### src/rtl/core/xgcd_pkg.sv
// Package for the extended GCD block: shared widths and the command and
// status bundles between the controller and the datapath.
// No dependencies.
package xgcd_pkg;

   // Width of the operand and divisor ports.
   localparam int FIELD_BITS = 31;
   // Width of the Bezout coefficient ports; coefficients wrap modulo 2^32.
   localparam int COEFF_BITS = 32;

   // Commands from the controller to the datapath.
   typedef struct packed {
      logic load;       // Capture a new item and set the initial coefficients.
      logic div_init;   // Clear the partial remainder and the quotient products.
      logic div_step;   // Retire one quotient bit.
      logic update;     // Shift the remainder and coefficient pairs.
      logic out_load;   // Copy the finished result into the output register.
   } cmd_type;

   // Status from the datapath to the controller.
   typedef struct packed {
      logic cur_zero;   // The current remainder is zero, so the loop ends.
      logic count_last; // The division is on its last quotient bit.
   } sts_type;

endpackage

### src/rtl/core/xgcd_dpath.sv
// Datapath of the extended GCD block: remainder and coefficient registers,
// a restoring divider that retires one quotient bit per cycle, and the
// output register. Depends on xgcd_pkg.
module xgcd_dpath
   import xgcd_pkg::*;
#(
   parameter int OPERAND_BITS = 31
) (
   input  logic                  clock,
   input  cmd_type               cmd,
   output sts_type               sts,
   input  logic [FIELD_BITS-1:0] op_a,
   input  logic [FIELD_BITS-1:0] op_b,
   output logic [FIELD_BITS-1:0] res_divisor,
   output logic [COEFF_BITS-1:0] res_coeff_a,
   output logic [COEFF_BITS-1:0] res_coeff_b
);

   localparam int W  = OPERAND_BITS;
   localparam int CW = $clog2(W);

   logic [W-1:0]          rprev_ff, rprev_in;
   logic [W-1:0]          rcur_ff, rcur_in;
   logic [W-1:0]          part_ff, part_in;
   logic [CW-1:0]         cnt_ff, cnt_in;
   logic [COEFF_BITS-1:0] sprev_ff, sprev_in, scur_ff, scur_in;
   logic [COEFF_BITS-1:0] tprev_ff, tprev_in, tcur_ff, tcur_in;
   logic [COEFF_BITS-1:0] accs_ff, accs_in, acct_ff, acct_in;
   logic [FIELD_BITS-1:0] odiv_ff, odiv_in;
   logic [COEFF_BITS-1:0] osa_ff, osa_in, osb_ff, osb_in;

   logic [63:0]  opa_ext, opb_ext, div_ext;
   logic [W:0]   part_sh, part_sub;
   logic         fits;
   logic [W-1:0] part_nx;
   logic [COEFF_BITS-1:0] accs_nx, acct_nx;

   // Operands are cut to the operand width; the divisor leaves at port width.
   assign opa_ext = 64'(op_a);
   assign opb_ext = 64'(op_b);
   assign div_ext = 64'(rprev_ff);

   // One restoring division step: the dividend shifts out of the previous
   // remainder register, MSB first.
   assign part_sh  = {part_ff, rprev_ff[W-1]};
   assign fits     = part_sh >= {1'b0, rcur_ff};
   assign part_sub = part_sh - {1'b0, rcur_ff};
   assign part_nx  = fits ? part_sub[W-1:0] : part_sh[W-1:0];

   // The quotient times each current coefficient is built up in Horner form
   // as the quotient bits arrive, so no multiplier is needed.
   assign accs_nx = {accs_ff[COEFF_BITS-2:0], 1'b0} + (fits ? scur_ff : '0);
   assign acct_nx = {acct_ff[COEFF_BITS-2:0], 1'b0} + (fits ? tcur_ff : '0);

   // Next-state selection for the datapath registers.
   always_comb begin
      rprev_in = rprev_ff;
      rcur_in  = rcur_ff;
      part_in  = part_ff;
      cnt_in   = cnt_ff;
      sprev_in = sprev_ff;
      scur_in  = scur_ff;
      tprev_in = tprev_ff;
      tcur_in  = tcur_ff;
      accs_in  = accs_ff;
      acct_in  = acct_ff;
      odiv_in  = odiv_ff;
      osa_in   = osa_ff;
      osb_in   = osb_ff;
      priority if (cmd.load) begin
         rprev_in = opa_ext[W-1:0];
         rcur_in  = opb_ext[W-1:0];
         sprev_in = COEFF_BITS'(1);
         scur_in  = '0;
         tprev_in = '0;
         tcur_in  = COEFF_BITS'(1);
      end else if (cmd.div_init) begin
         part_in = '0;
         accs_in = '0;
         acct_in = '0;
         cnt_in  = CW'(W - 1);
      end else if (cmd.div_step) begin
         part_in  = part_nx;
         rprev_in = {rprev_ff[W-2:0], 1'b0};
         accs_in  = accs_nx;
         acct_in  = acct_nx;
         cnt_in   = cnt_ff - CW'(1);
      end else if (cmd.update) begin
         rprev_in = rcur_ff;
         rcur_in  = part_ff;
         sprev_in = scur_ff;
         scur_in  = sprev_ff - accs_ff;
         tprev_in = tcur_ff;
         tcur_in  = tprev_ff - acct_ff;
      end else if (cmd.out_load) begin
         odiv_in = div_ext[FIELD_BITS-1:0];
         osa_in  = sprev_ff;
         osb_in  = tprev_ff;
      end
   end

   // Payload registers need no reset.
   always_ff @(posedge clock) begin
      rprev_ff <= rprev_in;
      rcur_ff  <= rcur_in;
      part_ff  <= part_in;
      cnt_ff   <= cnt_in;
      sprev_ff <= sprev_in;
      scur_ff  <= scur_in;
      tprev_ff <= tprev_in;
      tcur_ff  <= tcur_in;
      accs_ff  <= accs_in;
      acct_ff  <= acct_in;
      odiv_ff  <= odiv_in;
      osa_ff   <= osa_in;
      osb_ff   <= osb_in;
   end

   // Status back to the controller.
   assign sts.cur_zero   = (rcur_ff == '0);
   assign sts.count_last = (cnt_ff == '0);

   assign res_divisor = odiv_ff;
   assign res_coeff_a = osa_ff;
   assign res_coeff_b = osb_ff;

endmodule

### src/rtl/core/xgcd_ctrl.sv
// Controller of the extended GCD block: sequences load, division, update
// and output, and owns the input and result handshakes.
// Depends on xgcd_pkg.
module xgcd_ctrl
   import xgcd_pkg::*;
(
   input  logic    clock,
   input  logic    reset,
   input  logic    req_valid,
   output logic    req_stall,
   output logic    rsp_valid,
   input  logic    rsp_stall,
   output cmd_type cmd,
   input  sts_type sts
);

   localparam logic [2:0] ST_IDLE   = 3'd0;
   localparam logic [2:0] ST_CHECK  = 3'd1;
   localparam logic [2:0] ST_DIVIDE = 3'd2;
   localparam logic [2:0] ST_UPDATE = 3'd3;
   localparam logic [2:0] ST_DONE   = 3'd4;

   logic [2:0] state_ff, state_in;
   logic       ovalid_ff, ovalid_in;
   logic       req_take, rsp_take, out_free;

   assign req_take  = req_valid && (state_ff == ST_IDLE);
   assign rsp_take  = ovalid_ff && !rsp_stall;
   assign out_free  = !ovalid_ff || !rsp_stall;
   assign req_stall = (state_ff != ST_IDLE);
   assign rsp_valid = ovalid_ff;

   // Next state and commands.
   always_comb begin
      state_in = state_ff;
      cmd      = '0;
      unique case (state_ff)
         ST_IDLE: begin
            if (req_take) begin
               cmd.load = 1'b1;
               state_in = ST_CHECK;
            end
         end
         ST_CHECK: begin
            if (sts.cur_zero) begin
               state_in = ST_DONE;
            end else begin
               cmd.div_init = 1'b1;
               state_in     = ST_DIVIDE;
            end
         end
         ST_DIVIDE: begin
            cmd.div_step = 1'b1;
            if (sts.count_last) begin
               state_in = ST_UPDATE;
            end
         end
         ST_UPDATE: begin
            cmd.update = 1'b1;
            state_in   = ST_CHECK;
         end
         ST_DONE: begin
            if (out_free) begin
               cmd.out_load = 1'b1;
               state_in     = ST_IDLE;
            end
         end
         default: begin
            state_in = ST_IDLE;
         end
      endcase
   end

   // The result register is full from its load until the item is taken.
   always_comb begin
      ovalid_in = ovalid_ff;
      if (cmd.out_load) begin
         ovalid_in = 1'b1;
      end else if (rsp_take) begin
         ovalid_in = 1'b0;
      end
   end

   always_ff @(posedge clock) begin
      if (reset) begin
         state_ff  <= ST_IDLE;
         ovalid_ff <= 1'b0;
      end else begin
         state_ff  <= state_in;
         ovalid_ff <= ovalid_in;
      end
   end

endmodule

### src/rtl/core/extended_gcd_bezout.sv
// Extended GCD with Bezout coefficients. For each item (value_a, value_b) the
// block returns divisor = gcd(a, b) and coeff_a, coeff_b with
// coeff_a*a + coeff_b*b = divisor, the coefficients in 32-bit two's complement
// (wrapping for operands wider than 31 bits). Operands are first cut to
// OPERAND_BITS bits. If b is zero the result is (a, 1, 0); if only a is zero it
// is (b, 0, 1). One item is worked on at a time: each Euclid step runs the
// restoring divider, which retires one quotient bit per cycle, and then
// updates the remainder and coefficient pairs. A finished result waits in an
// output register; the next item is accepted while it waits. Depends on
// xgcd_pkg, xgcd_ctrl and xgcd_dpath.
module extended_gcd_bezout
   import xgcd_pkg::*;
#(
   parameter int OPERAND_BITS = 31
) (
   input  logic                         clock,
   input  logic                         reset,
   input  logic                         req_valid,
   output logic                         req_stall,
   input  logic [FIELD_BITS-1:0]        req_value_a,
   input  logic [FIELD_BITS-1:0]        req_value_b,
   output logic                         rsp_valid,
   input  logic                         rsp_stall,
   output logic [FIELD_BITS-1:0]        rsp_divisor,
   output logic signed [COEFF_BITS-1:0] rsp_coeff_a,
   output logic signed [COEFF_BITS-1:0] rsp_coeff_b
);

   cmd_type               cmd;
   sts_type               sts;
   logic [COEFF_BITS-1:0] coeff_a_raw, coeff_b_raw;

   // Sequencer and handshakes.
   xgcd_ctrl u_ctrl (
      .clock     (clock),
      .reset     (reset),
      .req_valid (req_valid),
      .req_stall (req_stall),
      .rsp_valid (rsp_valid),
      .rsp_stall (rsp_stall),
      .cmd       (cmd),
      .sts       (sts)
   );

   // Remainders, coefficients, divider and output register.
   xgcd_dpath #(
      .OPERAND_BITS (OPERAND_BITS)
   ) u_dpath (
      .clock       (clock),
      .cmd         (cmd),
      .sts         (sts),
      .op_a        (req_value_a),
      .op_b        (req_value_b),
      .res_divisor (rsp_divisor),
      .res_coeff_a (coeff_a_raw),
      .res_coeff_b (coeff_b_raw)
   );

   assign rsp_coeff_a = $signed(coeff_a_raw);
   assign rsp_coeff_b = $signed(coeff_b_raw);

endmodule

### config.mk
export PLATFORM = sky130hd
export DESIGN_NAME = extended_gcd_bezout
export DESIGN_NICKNAME = d
export VERILOG_FILES = /design/src/rtl/core/xgcd_pkg.sv /design/src/rtl/core/xgcd_dpath.sv /design/src/rtl/core/xgcd_ctrl.sv /design/src/rtl/core/extended_gcd_bezout.sv
export SDC_FILE = /design/constraint.sdc
export NUM_CORES = 1
export LEC_CHECK = 0
export ABC_CLOCK_PERIOD_IN_PS = 11000
export BUFFER_PORTS_ARGS = -buffer_cell sky130_fd_sc_hd__clkbuf_2
export CORE_UTILIZATION = 57
export CTS_BUF_LIST = sky130_fd_sc_hd__clkbuf_4
export DETAILED_ROUTE_END_ITERATION = 7
export PLACE_DENSITY = 0.82
export REMOVE_ABC_BUFFERS = 1
export SLEW_MARGIN = 30
export SYNTH_ARGS = -nofsm -noshare
export SYNTH_HDL_FRONTEND = slang
export SYNTH_SLANG_ARGS = --single-unit
export TNS_END_PERCENT = 100
### constraint.sdc
create_clock -name clock -period 11 [get_ports clock]
set_input_delay 1.1 -clock clock [delete_from_list [all_inputs] [get_ports clock]]
set_output_delay 1.1 -clock clock [all_outputs]
set_load 0.01 [all_outputs]
## Word level (Yosys, flattened, before mapping)

Cells that the tools add are included.

- Bits of input ports: 66
- Logic and storage cells: 84
- Output and inout bits: 97
- Bits in registers: 389

- Reduce and logical (&&, ||, !) cells: 19
- Eq/ne operators: 9
- Multiplexer cells: 30
- $add $sub $neg: 6
- Magnitude comparators: 1
- Bitwise operators: 4

Operators with widths:

| cell | count |
|---|---|
| $mux W31 | 10 |
| $mux W32 | 4 |
| $add A32 B32 Y32 | 2 |
| $sub A32 B32 Y32 | 2 |
| $ge A32 B31 Y1 | 1 |
| $logic_not A31 Y1 | 1 |
| $sub A31 B31 Y31 | 1 |
| $pmux W3 S5 | 1 |
| $mux W3 | 4 |
| $mux W1 | 10 |
| $reduce_and A3 Y1 | 3 |
| $ne A2 B1 Y1 const B | 4 |
| $eq A3 B2 Y1 const B | 2 |
| $reduce_bool A2 Y1 | 3 |
| $reduce_bool A3 Y1 | 2 |
| $logic_not A5 Y1 | 1 |
| $mux W5 | 1 |
| $reduce_and A5 Y1 | 1 |
| $sub A5 B1 Y5 const B | 1 |
| $not A1 Y1 | 4 |
| $reduce_and A2 Y1 | 2 |
| $eq A3 B1 Y1 const B | 1 |
| $eq A3 B3 Y1 const B | 1 |
| $logic_not A3 Y1 | 1 |
| other kinds (4) | 6 |

## Logic depth before layout (Yosys ltp)

Gate-level depths: netlist (run 1).

- Depth after elaboration: 6
- Mapped depth: 24

## By module

A second synthesis (run 1) with hierarchy kept.

- Cell total of the unflattened synthesis: 2312
- Area total of the unflattened synthesis: 22376.5 sq um

By module, submodules not included:

| module | area each (sq um) | cells an instance | seq. area each (sq um) | times used |
|---|---|---|---|---|
| xgcd_dpath | 22168.8 | 2285 | 10279.9 | 1 |
| xgcd_ctrl | 207.7 | 27 | 80.1 | 1 |

## Worst setup path before layout (run 1)

Ideal clock, no wire load.

- Path type: input port to flip-flop
- Start: input rsp_stall
- End: register u_dpath.osa_ff[0], in the netlist u_dpath.res_coeff_a[0] (enable)
- Cell stages on the path: 1
- Arrival time: 5709 ps
- Path slack: 4711 ps
- Buffers on the path: 0
- Cell sequence: a21oi_1

- Word-level cells in the longest chain between the ends: 5

RTL lines:

| element | line | source |
|---|---|---|
| start, declared | extended_gcd_bezout.sv:23 | `input logic rsp_stall,` |
| $logic_not A1 Y1 | xgcd_ctrl.sv:29 | `assign out_free = !ovalid_ff \|\| !rsp_stall;` |
| $logic_or A1 B1 Y1 | xgcd_ctrl.sv:29 |  |
| $mux W1 | xgcd_ctrl.sv:63 | `if (out_free) begin` |
| $mux W1 | xgcd_ctrl.sv:37 | `unique case (state_ff)` |
| $reduce_and A5 Y1 (no source line) | n/a |  |
| end signal, assigned | xgcd_dpath.sv:115 | `osa_ff <= osa_in;` |
| end, declared | xgcd_dpath.sv:30 | `logic [COEFF_BITS-1:0] osa_ff, osa_in, osb_ff, osb_in;` |

No other way between the ends.
A chain may end at the register's enable or synchronous reset.

## Final worst setup path (run 1)

- Start: register u_dpath.rprev_ff[30]
- End: register u_dpath.accs_ff[29] (data pin)

- Word-level cells in the longest chain between the ends: 4

RTL lines:

| element | line | source |
|---|---|---|
| start, declared | xgcd_dpath.sv:22 | `logic [W-1:0] rprev_ff, rprev_in;` |
| start signal, assigned | xgcd_dpath.sv:104 | `rprev_ff <= rprev_in;` |
| $ge A32 B31 Y1 | xgcd_dpath.sv:46 | `assign fits = part_sh >= {1'b0, rcur_ff};` |
| $mux W32 | xgcd_dpath.sv:52 | `assign accs_nx = {accs_ff[COEFF_BITS-2:0], 1'b0} + (fits ? scur_ff : '0);` |
| $add A32 B32 Y32 | xgcd_dpath.sv:52 |  |
| $mux W32 | xgcd_dpath.sv:82 | `end else if (cmd.div_step) begin` |
| end signal, assigned | xgcd_dpath.sv:112 | `accs_ff <= accs_in;` |
| end, declared | xgcd_dpath.sv:28 | `logic [COEFF_BITS-1:0] accs_ff, accs_in, acct_ff, acct_in;` |

No other way between the ends. The select of a mux whose other input is x is not followed.

==> summary.md, run 1 <==
| Metric | Value |
|---|---|
| Synth unique cells | 76 |
| Pwr dens | 175.3 nW/µm² |
| Initial Utilization | 58.45% |
| Vias in the first global route | 17.69k |
| Post-CTS Resized | 0 |
| R2R depth | 22 |
| # IOs | 163 |
| Syn avg cell area | 9.308 µm² |
| Routability cong. | 0.9615 |
| RSZ-0062 raised after global routing | false |
| Setup slack after layout | 4.776 ns |
| H-tree levels | 3 |
| Worst rel slew slack | 38.55% |
| Detailed-route wire length | 54.01 mm |
| DP Cell Count | 2,970 |
| Port bufs | 162 |
| Die area | 39,690 µm² |
| First-pass GRT wire length | 86.74 mm |
| Post-Syn Area | 22,170 µm² |
| Min cycle time layout | 6.224 ns |
| Main flop type after synthesis | edfxtp_1 |
| WL/cell | 17.10 µm |
| Slew Limit Fails | 0 |
| Setup TNS | 0 ns |
| Worst hold stages | 0 |
| Vias | 18.28k |
| Hold_sp | u_dpath.rprev_ff[25]$_DFFE_PP_ |
| Clock sinks | 389 |
| Peak supply drop | 0.00009490 V |
| Reg2Reg Setup Slack | 4.78 ns |
| Gr usage total | 27.32% |
| Worst Path Max Fanout | 64 |
| Static leakage | 10.95 nW |
| CTS tree | built |
| RR Startpoint | u_dpath.rprev_ff[30]$_DFFE_PP_ |
| Post-DP Area | 23,430 µm² |
| Horiz. Die Dim | 199.2 µm |
| Layout Skew | 0.06529 ns |
| Final hold vios | 0 |
| Critical Path Sink | u_dpath.accs_ff[29]$_SDFFCE_PP0P_ |
| Antenna violations before repair | 1 |
| Worst-margin pin slew | 0.9196 ns |
| Post-CTS Setup Bufs | 0 |
| Share of cells above drive strength 1 | 14.13% |
| DRC viols | 0 |
| Max-cap violations | 0 |
| Design area | 24,910 µm² |
| Flops & latches, synth | 389 |
| Crit Path Category | reg2reg |
| GR Overflow Total | 0 |
| CTS max path bufs | 3 |
| Detailed placement HPWL | 36.94 mm |
| Post-Syn Instances | 2,382 |
| Clk slew on worst S/H paths | 0.07 ns |
| 1st-pass router iterations | 5 |
| CP Launch Point | u_dpath.rprev_ff[30]$_DFFE_PP_ |
| CP required | 11.52 ns |
| Clk_lat worst skew | 0.82 ns |
| Tcrit/Tclk final | 56.58% |
| Post-synthesis sequential area ratio | 46.72% |
| Routed length on met1 | 24.26 mm |
| Hold Buf Count CTS | 0 |
| Outcome | complete, no violations |
| Routed wl met3 | 3.751 mm |
| Non-Filler Instances | 3,159 |
| Met2 routed WL | 25.08 mm |
| Fmax | 0.1607 GHz |
| FP Rows | 71 |
| CTS buffer count | 102 |
| Dpl ws | 4.905 ns |
| Worst Path Arrival | 6.74 ns |
| Root buf cell | clkbuf_4 |
| Starting DRT DRC Count | 1,388 |
| Async S/R FF share, synth | 0% |
| Worst R2R End | u_dpath.accs_ff[29]$_SDFFCE_PP0P_ |
| Top layer in use | met4 |
| Area growth, synth to finish | 12.35% |
| EDFF count, synth | 257 |
| Setup violators final | 0 |
| Type of the most critical hold path | reg2reg |
| Final ANT Viol Nets | 0 |
| Avg Vias per Cell | 5.786 |
| Worst setup SP type | flip-flop |
| Ys Warns | 0 |
| Largest net degree at the start of global routing | 163 |
| Chip Height | 199.2 µm |
| CP endpoint kind | flip-flop |
| Core area | 37,930 µm² |
| Fin nets | 2,788 |
| Post-route total power | 4.367 mW |
[worst max-delay path: stages (launching register included)]
cell,delay (ns)
edfxtp_1,0.41
inv_1,0.08
ha_1,0.19
fa_1,0.23
nand2b_1,0.15
a21oi_1,0.11
o311ai_1,0.35
nand3_1,0.25
o2111ai_1,0.26
and3_4,0.77
buf_4,0.65
nor2b_1,0.12
ha_1,0.39
a21o_1,0.19
a21o_1,0.19
a211o_1,0.28
a21oi_1,0.13
o31ai_1,0.16
a41o_1,0.35
a31oi_1,0.27
o21ai_0,0.16
xnor2_1,0.20
nor2_1,0.05
[Yosys cell counts (all sizes together), types with 4 or more instances]
cell | n | area share [%]
a2111oi | 5 | 0.23
a211o | 6 | 0.24
a211oi | 11 | 0.37
a21boi | 5 | 0.17
a21o | 90 | 3.0
a21oi | 244 | 5.6
a221o | 4 | 0.18
a22oi | 30 | 1.0
a31oi | 25 | 0.71
and2 | 11 | 0.31
and3 | 11 | 0.32
buf | 10 | 0.28
clkbuf | 89 | 1.5
dfxtp | 132 | 12
edfxtp | 257 | 35
fa | 5 | 0.45
ha | 154 | 8.7
inv | 132 | 2.2
mux2i | 9 | 0.41
nand2 | 429 | 7.3
nand2b | 27 | 0.76
nand3 | 27 | 0.61
nand3b | 4 | 0.14
nand4 | 25 | 0.71
nor2 | 165 | 2.8
nor2b | 73 | 2.1
nor3 | 30 | 0.68
nor3b | 6 | 0.20
nor4 | 10 | 0.28
o211ai | 13 | 0.44
o21a | 16 | 0.54
o21ai | 102 | 2.3
o21bai | 14 | 0.47
o31a | 6 | 0.24
o31ai | 15 | 0.55
o41ai | 4 | 0.16
or2 | 8 | 0.23
or3 | 8 | 0.25
xnor2 | 72 | 2.8
xor2 | 56 | 2.2
[through the flow]
stage | utilization, % | hold slack [ns]
floorplan | - | 0.4082
global placement | 61.75 | 0.4315
detailed placement | 61.76 | 0.4342
CTS | 65.66 | 0.4490
global route | 65.67 | 0.4467
finish | 65.67 | 0.4421
[placed cells by master, fill, tap and decap left out, types with 6 or more instances in the layout]
master       n
nand2_1    428
edfxtp_1   257
a21oi_1    240
clkbuf_2   162
nor2_1     161
ha_1       154
clkbuf_4   148
inv_1      132
dfxtp_1    132
o21ai_0     95
a21o_1      90
nor2b_1     73
xnor2_1     72
xor2_1      56
a22oi_1     30
nor3_1      28
nand3_1     27
nand2b_1    26
nand4_1     25
a31oi_1     25
clkinv_1    25
o21a_1      16
o21bai_1    14
o211ai_1    13
o31ai_1     13
buf_4       12
and2_1      11
a211oi_1    11
nor4_1      10
mux2i_1      9
and3_1       9
or2_2        8
bufinv_16    8
or3_1        7
a211o_1      6
o31a_1       6
nor3b_1      6
[worst min-delay path by stage]
stage | endpoint | slack (ns)
detailed placement | u_dpath.res_divisor[25]$_DFFE_PP_ | 0.43
global placement | u_dpath.res_divisor[25]$_DFFE_PP_ | 0.43
finish | u_dpath.res_divisor[25]$_DFFE_PP_ | 0.44
floorplan | u_dpath.res_coeff_a[0]$_DFFE_PP_ | 0.41
CTS | u_dpath.res_divisor[25]$_DFFE_PP_ | 0.45
global route | u_dpath.res_divisor[25]$_DFFE_PP_ | 0.45
[sequential cells by signal (all words and copies together), names as in the netlist]
name,cells
u_dpath.res_coeff_a,32
u_dpath.scur_ff,32
u_dpath.accs_ff,32
u_ctrl.rsp_valid,1
u_dpath.rprev_ff,31
u_dpath.res_divisor,31
u_dpath.res_coeff_b,32
u_dpath.acct_ff,32
u_dpath.tcur_ff,32
u_dpath.tprev_ff,32
u_dpath.cnt_ff,5
u_dpath.rcur_ff,31
u_ctrl.state_ff,3
u_dpath.part_ff,31
u_dpath.sprev_ff,32
[cell families (layout without fill, tap and decap cells)]
kind of cell | Yosys count | after routing | synth area share, %
buffers and inverters | 231 | 496 | 4.018
XOR/XNOR | 128 | 128 | 5.056
AND/OR/NAND/NOR | 840 | 840 | 16.83
flip-flops | 389 | 389 | 46.72
other | 0 | 1 | 0
AO/OA/AOI/OAI | 626 | 626 | 17.82
multiplexers | 9 | 9 | 0.4063
adder cells (fa/ha/maj) | 159 | 159 | 9.142
[final cells by class]
class | count | area, µm²
multi-input combinational | 1762 | 11000
antenna | 1 | 2.502
inverter | 132 | 495.5
timing repair buffer | 176 | 932.1
clock inverter | 40 | 370.4
fill | 3010 | 13020
sequential | 389 | 10360
tap | 511 | 639.4
clock buffer | 148 | 1111
[layer usage]
metal	GRT usage [%]	up-vias
li1	-	8892
met1	36.86	8664
met2	44.34	655
met3	4.608	67
met4	9.516	0
met5	0	-
[where the power goes]
group          internal, mW  total [mW]  switching [mW]  leakage [nW]
logic                 0.420        1.11           0.686          6.60
registers              1.74        1.83          0.0911          3.49
clock network         0.808        1.43           0.618         0.857
No activity file was read; power rests on OpenSTA's default activity.
==> run 2, diff against run 1 <==
--- a/config.mk
+++ b/config.mk
@@ -5,7 +5,7 @@
 export SDC_FILE = /design/constraint.sdc
 export NUM_CORES = 1
 export LEC_CHECK = 0
-export ABC_CLOCK_PERIOD_IN_PS = 11000
+export ABC_CLOCK_PERIOD_IN_PS = 6300
 export BUFFER_PORTS_ARGS = -buffer_cell sky130_fd_sc_hd__clkbuf_2
 export CORE_UTILIZATION = 57
 export CTS_BUF_LIST = sky130_fd_sc_hd__clkbuf_4
==> constraint.sdc (replaced) <==
create_clock -name clock -period 6.3 [get_ports clock]
set_input_delay 0.63 -clock clock [delete_from_list [all_inputs] [get_ports clock]]
set_output_delay 0.63 -clock clock [all_outputs]
set_load 0.01 [all_outputs]
==> run 2 against run 1 <==
Compared with the run above:
- sequential power increased by 75%
- total power increased by 74%
- non-clock buffer count increased by 5
- highest routed layer unchanged
- cell area increased by 0.13%
- setup slack got worse by 4.1 ns
==> summary.md, run 2 (synthesis results as in run 1) <==
| Metric | Value |
|---|---|
| Chip Height | 199.2 µm (unchanged) |
| Hold Buf Count CTS | 1 (was 0) |
| Clk pwr share | 32.2% (was 32.7%) |
| Initial Utilization | 58.45% (unchanged) |
| Fin nets | 2,792 (was 2,788) |
| 1st-pass router iterations | 7 (was 5) |
| Hold_sp | req_value_b[27] (was u_dpath.rprev_ff[25]$_DFFE_PP_) |
| Clk slew on worst S/H paths | 0.07 ns (about the same) |
| Final core utilization | 65.75% (was 65.67%) |
| Sequential power share | 42.1% (was 42.0%) |
| Root buf cell | clkbuf_4 (unchanged) |
| GR Overflow Total | 0 (unchanged) |
| Type of the most critical hold path | in2reg (was reg2reg) |
| Hold EP | u_dpath.rcur_ff[27]$_DFFE_PP_ (was u_dpath.res_divisor[25]$_DFFE_PP_) |
| Worst-margin pin slew | 0.9488 ns (was 0.9196 ns) |
| Clock sinks | 389 (unchanged) |
| CTS max path bufs | 3 (unchanged) |
| WL/cell | 17.29 µm (was 17.10 µm) |
| Slew Limit Fails | 0 (unchanged) |
| Worst setup SP type | flip-flop (unchanged) |
| Fill cells | 3,063 (was 3,010) |
| CP endpoint kind | flip-flop (unchanged) |
| FP Rows | 71 (unchanged) |
| R2R depth | 22 (unchanged) |
| RR Startpoint | u_dpath.rprev_ff[30]$_DFFE_PP_ (unchanged) |
| Area growth, synth to finish | 12.49% (was 12.35%) |
| # IOs | 163 (unchanged) |
| Comb power frac | 25.6% (was 25.3%) |
| CTS tree | built (unchanged) |
| Design area | 24,940 µm² (was 24,910 µm²) |
| CTS buffer count | 101 (was 102) |
| CP required | 6.82 ns (was 11.52 ns) |
| Clk_lat worst skew | 0.80 ns (was 0.82 ns) |
| Share of cells above drive strength 1 | 14.25% (was 14.13%) |
| Horiz. Die Dim | 199.2 µm (unchanged) |
| Worst Path Arrival | 6.14 ns (was 6.74 ns) |
| Min cycle time layout | 5.618 ns (was 6.224 ns) |
| Layout Skew | 0.03615 ns (was 0.06529 ns) |
| Commonest non-fill, non-tap cells in the layout | nand2_1 (428), edfxtp_1 (257), a21oi_1 (240) (unchanged) |
| Final hold vios | 0 (unchanged) |
| RSZ-0062 raised after global routing | false (unchanged) |
| Antenna violations before repair | 1 (unchanged) |
| DRC viols | 0 (unchanged) |
| Setup TNS | 0 ns (unchanged) |
| Worst rel slew slack | 36.60% (was 38.55%) |
| Max-cap violations | 0 (unchanged) |
| Avg Vias per Cell | 5.776 (was 5.786) |
| Detailed-route wire length | 54.73 mm (was 54.01 mm) |
| Setup slack after layout | 0.6817 ns (was 4.776 ns) |
| Crit Path Category | reg2reg (unchanged) |
| Post-CTS Setup Bufs | 0 (unchanged) |
| Sw Pwr | 2.436 mW (was 1.396 mW) |
| Final ANT Viol Nets | 0 (unchanged) |
| H-tree levels | 3 (unchanged) |
| Post-DP Area | 23,460 µm² (was 23,430 µm²) |
| Outcome | complete, no violations (unchanged) |
| Worst R2R End | u_dpath.accs_ff[29]$_SDFFCE_PP0P_ (unchanged) |
| Port bufs | 162 (unchanged) |
| Worst Path Max Fanout | 34 (was 64) |
| Post-route total power | 7.606 mW (was 4.367 mW) |
| Fmax | 0.1780 GHz (was 0.1607 GHz) |
| Setup violators final | 0 (unchanged) |
| Dpl ws | 0.7288 ns (was 4.905 ns) |
| Vias in the first global route | 17.83k (was 17.69k) |
| Worst hold stages | 3 (was 0) |
| Post-CTS Resized | 0 (unchanged) |
| Static leakage | 10.98 nW (was 10.95 nW) |
| Routability cong. | 0.9671 (was 0.9615) |
| First-pass GRT wire length | 87.75 mm (was 86.74 mm) |
| Peak supply drop | 0.0001426 V (was 0.00009490 V) |
| Storage cell area | 10,360 µm² (unchanged) |
| Die area | 39,690 µm² (unchanged) |
| Largest net degree at the start of global routing | 92 (was 163) |
| Sw Share | 32.03% (was 31.96%) |
| Reg2Reg Setup Slack | 0.68 ns (was 4.78 ns) |
| Leading cell type in the layout, fill and taps excluded | nand2_1 (unchanged) |
| Area taken by multi-input logic gates | 11,000 µm² (unchanged) |
| Vias | 18.28k (about the same) |
| Tcrit/Tclk final | 89.18% (was 56.58%) |
| P_int | 5.170 mW (was 2.971 mW) |
| Starting DRT DRC Count | 1,410 (was 1,388) |
| Detailed placement HPWL | 37.70 mm (was 36.94 mm) |
| Core area | 37,930 µm² (unchanged) |
| Gr usage total | 27.77% (was 27.32%) |
| Pwr dens | 304.9 nW/µm² (was 175.3 nW/µm²) |
## run 2: changes by cell type in the layout (fill, tap and decap cells not counted), sizes merged
cell | before | now
clkinvlp | 1 | 0
clkbuf | 310 | 313
dlygate4sd3 | 0 | 1
bufinv | 8 | 7
buf | 14 | 18
## run 2: layout make-up
cell class	instances	share of cell area (%)
clock buffer	151	4.545
sequential	389	41.54
timing repair buffer	181	3.928
tap	511	2.563
clock inverter	38	1.329
inverter	132	1.987
antenna	1	0.01003
multi-input combinational	1762	44.10
## run 2: power by group through the flow
stage	combinational, mW	sequential (mW)	clock, mW
3_3_place_gp	1.85	3.24	0
3_5_place_dp	1.91	3.25	0
6_report	1.95	3.21	2.45
5_1_grt	2.16	3.23	2.63
2_1_floorplan	1.47	3.20	0
4_1_cts	1.93	3.20	2.49
## run 2: worst max path at each step
| stage | startpoint | end | slack, ns | cells past startpoint |
|---|---|---|---|---|
| finish | u_dpath.rprev_ff[30]$_DFFE_PP_ | u_dpath.accs_ff[29]$_SDFFCE_PP0P_ | 0.68 | 22 |
| global route | u_dpath.rprev_ff[30]$_DFFE_PP_ | u_dpath.accs_ff[29]$_SDFFCE_PP0P_ | 0.23 | 22 |
| CTS | u_dpath.rprev_ff[30]$_DFFE_PP_ | u_dpath.accs_ff[29]$_SDFFCE_PP0P_ | 0.69 | 22 |
| detailed placement | u_dpath.rprev_ff[30]$_DFFE_PP_ | u_dpath.accs_ff[29]$_SDFFCE_PP0P_ | 0.73 | 22 |
| global placement | u_dpath.rprev_ff[30]$_DFFE_PP_ | u_dpath.accs_ff[29]$_SDFFCE_PP0P_ | 0.82 | 22 |
| floorplan | req_valid | u_dpath.rcur_ff[0]$_DFFE_PP_ | -2.87 | 4 |
## run 2: worst max-delay path: stages, from the launching register on
cell	delay (ns)
edfxtp_1	0.41
inv_1	0.07
ha_1	0.18
fa_1	0.21
nand2b_1	0.14
a21oi_1	0.11
o311ai_1	0.33
nand3_1	0.26
o2111ai_1	0.26
and3_4	0.52
nor2b_1	0.11
ha_1	0.23
fa_1	0.41
a21oi_1	0.20
o21ai_0	0.13
o311a_1	0.35
o211ai_1	0.29
o31ai_1	0.17
a41o_1	0.36
a31oi_1	0.26
o21ai_0	0.13
xnor2_1	0.16
nor2_1	0.05
## run 2: metrics by stage
stage | hold WS (ns) | cells
floorplan | 0.4082 | 2283
global placement | 0.4315 | 2973
detailed placement | 0.4345 | 2974
CTS | 0.03660 | 3164
global route | 0.06789 | 3165
finish | 0.1129 | 3165
## run 2: layer usage
layer / routed length [µm] / track usage (%)
met1: 23810 / 37.13
met2: 25630 / 44.69
met3: 4095 / 4.996
met4: 1194 / 10.80
met5: 0 / 0
==> run 3, diff against run 2 <==
--- a/config.mk
+++ b/config.mk
@@ -7,10 +7,13 @@
 export LEC_CHECK = 0
 export ABC_CLOCK_PERIOD_IN_PS = 6300
 export BUFFER_PORTS_ARGS = -buffer_cell sky130_fd_sc_hd__clkbuf_2
-export CORE_UTILIZATION = 57
+export CAP_MARGIN = 10
+export CELL_PAD_IN_SITES_DETAIL_PLACEMENT = 1
+export CELL_PAD_IN_SITES_GLOBAL_PLACEMENT = 1
+export CORE_UTILIZATION = 49
 export CTS_BUF_LIST = sky130_fd_sc_hd__clkbuf_4
 export DETAILED_ROUTE_END_ITERATION = 7
-export PLACE_DENSITY = 0.82
+export PLACE_DENSITY = 0.89
 export REMOVE_ABC_BUFFERS = 1
 export SLEW_MARGIN = 30
 export SYNTH_ARGS = -nofsm -noshare
==> run 3 against run 2 <==
Compared with the run above:
- non-clock buffer count increased by 43
- sequential power about the same
- clock power decreased by 4%
- first-iteration DRC count increased by 2.8%
- utilization decreased by 8.6 points
- critical path depth unchanged
- worst hold slack got worse by 0.056 ns
- maximum frequency decreased by 6.6%
- critical path type unchanged
- largest power group unchanged
==> summary.md, run 3 (synthesis results as in run 1) <==
| Metric | Value |
|---|---|
| Setup slack after layout | 0.2871 ns (was 0.6817 ns) |
| H-tree levels | 3 (unchanged) |
| Tcrit/Tclk final | 95.44% (was 89.18%) |
| First-pass GRT wire length | 110.4 mm (was 87.75 mm) |
| CP endpoint kind | flip-flop (unchanged) |
| Min cycle time layout | 6.013 ns (was 5.618 ns) |
| Share of cells above drive strength 1 | 14.70% (was 14.25%) |
| Avg Vias per Cell | 5.924 (was 5.776) |
| Horiz. Die Dim | 214.7 µm (was 199.2 µm) |
| Die area | 46,100 µm² (was 39,690 µm²) |
| Setup violators final | 0 (unchanged) |
| Starting DRT DRC Count | 1,449 (was 1,410) |
| Worst Path Max Fanout | 8 (was 34) |
| Final ANT Viol Nets | 0 (unchanged) |
| Chip Height | 214.7 µm (was 199.2 µm) |
| Hold WS | 0.05662 ns (was 0.1129 ns) |
| Fin nets | 2,840 (was 2,792) |
| Initial Utilization | 49.92% (was 58.45%) |
| CTS buffer count | 105 (was 101) |
| Worst-margin pin slew | 1.023 ns (was 0.9488 ns) |
| Clk_lat worst skew | 0.93 ns (was 0.80 ns) |
| Peak supply drop | 0.0002254 V (was 0.0001426 V) |
| Vias | 19.55k (was 18.28k) |
| Port bufs | 162 (unchanged) |
| Commonest non-fill, non-tap cells in the layout | nand2_1 (428), edfxtp_1 (257), a21oi_1 (240) (unchanged) |
| CTS tree | built (unchanged) |
| WL/cell | 21.35 µm (was 17.29 µm) |
| Type of the most critical hold path | in2reg (unchanged) |
| Outcome | complete, no violations (unchanged) |
| Gr usage total | 29.93% (was 27.77%) |
| Clk slew on worst S/H paths | 0.08 ns (was 0.07 ns) |
| Antenna violations before repair | 2 (was 1) |
| GR Overflow Total | 0 (unchanged) |
| Max-cap violations | 0 (unchanged) |
| Core area | 44,410 µm² (was 37,930 µm²) |
| Static leakage | 11.13 nW (was 10.98 nW) |
| 1st-pass router iterations | 5 (was 7) |
| CTS max path bufs | 3 (unchanged) |
| Area growth, synth to finish | 14.55% (was 12.49%) |
| Worst Path Arrival | 6.64 ns (was 6.14 ns) |
| Dpl ws | 0.4582 ns (was 0.7288 ns) |
| Routability cong. | 0.8876 (was 0.9671) |
| Clock sinks | 389 (unchanged) |
| Layout Skew | 0.09400 ns (was 0.03615 ns) |
| Leading cell type in the layout, fill and taps excluded | nand2_1 (unchanged) |
| Fill cells | 5,153 (was 3,063) |
| Slew Limit Fails | 0 (unchanged) |
| Detailed-route wire length | 70.46 mm (was 54.73 mm) |
| DRC viols | 0 (unchanged) |
| # IOs | 163 (unchanged) |
| Root buf cell | clkbuf_4 (unchanged) |
| Detailed placement HPWL | 44.94 mm (was 37.70 mm) |
| Largest net degree at the start of global routing | 80 (was 92) |
| Crit Path Category | reg2reg (unchanged) |
| Worst rel slew slack | 31.79% (was 36.60%) |
| Pwr dens | 307.6 nW/µm² (was 304.9 nW/µm²) |
| Vias in the first global route | 20.79k (was 17.83k) |
| Fmax | 0.1663 GHz (was 0.1780 GHz) |
| Final hold vios | 0 (unchanged) |
| FP Rows | 77 (was 71) |
| RSZ-0062 raised after global routing | false (unchanged) |
| Worst setup SP type | flip-flop (unchanged) |
| CP required | 6.92 ns (was 6.82 ns) |
-- run 3: worst paths after layout --
path | cells past startpoint | start | endpoint | slack, ns
setup / recovery | 22 | u_dpath.rprev_ff[30]$_DFFE_PP_ | u_dpath.accs_ff[29]$_SDFFCE_PP0P_ | 0.29
setup reg to reg | 22 | u_dpath.rprev_ff[30]$_DFFE_PP_ | u_dpath.accs_ff[29]$_SDFFCE_PP0P_ | 0.29
hold / removal | 3 | req_value_a[29] | u_dpath.rprev_ff[29]$_DFFE_PP_ | 0.06
hold reg to reg | 2 | u_dpath.scur_ff[27]$_SDFFE_PP0P_ | u_dpath.sprev_ff[27]$_SDFFE_PP0P_ | 0.42
-- run 3: where the power goes --
group | switching, mW | leakage [nW] | internal [mW]
combinational | 1.44 | 6.83 | 0.788
clock | 1.23 | 0.813 | 1.13
sequential | 0.183 | 3.49 | 3.04
total | 2.85 | 11.1 | 4.96
-- run 3: routing by layer --
layer	GRT usage (%)	vias to the layer above	wire length [µm]
met5	0	-	0
met4	16.10	0	3375
met3	4.996	229	3954
met2	52.19	729	34700
met1	35.14	9618	28430
li1	-	8972	-
-- run 3: area by class of cell --
class | count | area [µm²] | area share (%)
Antenna cell | 1 | 2.502 | 0.009853
Sequential cell | 389 | 10360 | 40.79
Clock buffer | 153 | 1149 | 4.522
Tap cell | 592 | 740.7 | 2.916
Multi-Input combinational cell | 1763 | 11030 | 43.43
Clock inverter | 46 | 214.0 | 0.8424
Timing Repair Buffer | 224 | 1406 | 5.537
Inverter | 132 | 495.5 | 1.951
-- run 3: critical path: stages, from the launching register on --
cell and delay [ns]:
edfxtp_1 0.43, inv_1 0.08, ha_1 0.20, fa_1 0.23, nand2b_1 0.17, a21oi_1 0.13
o311ai_1 0.45, nand3_2 0.29, o2111ai_4 0.39, and3_4 0.39, nor2b_1 0.08, ha_1 0.22
fa_1 0.43, a21oi_1 0.21, o21ai_0 0.14, o311a_1 0.36, o211ai_1 0.29, o31ai_1 0.21
a41o_1 0.37, a31oi_1 0.29, o21ai_0 0.15, xnor2_1 0.17, nor2_1 0.06
-- run 3: per-stage QoR --
stage / std cells / utilization (%) / TNS (ns) / instance area, µm² / total power, mW
finish: 3300 / 57.19 / 0 / 25400 / 7.811
global route: 3300 / 57.19 / 0 / 25400 / 8.157
CTS: 3293 / 56.97 / 0 / 25300 / 7.645
detailed placement: 3058 / 53.09 / 0 / 23580 / 5.275
global placement: 3057 / 53.03 / 0 / 23550 / 5.112
floorplan: 2283 / - / -209.04 / 21780 / 4.673
-- run 3: what timing repair did --
action / in CTS / in global routing
endpoints found under the hold margin: 38 / 0
endpoints found under the setup margin: 0 / 2
resized for setup: 0 / 4
hold buffers: 36 / 0
buffers inserted: 0 / 4
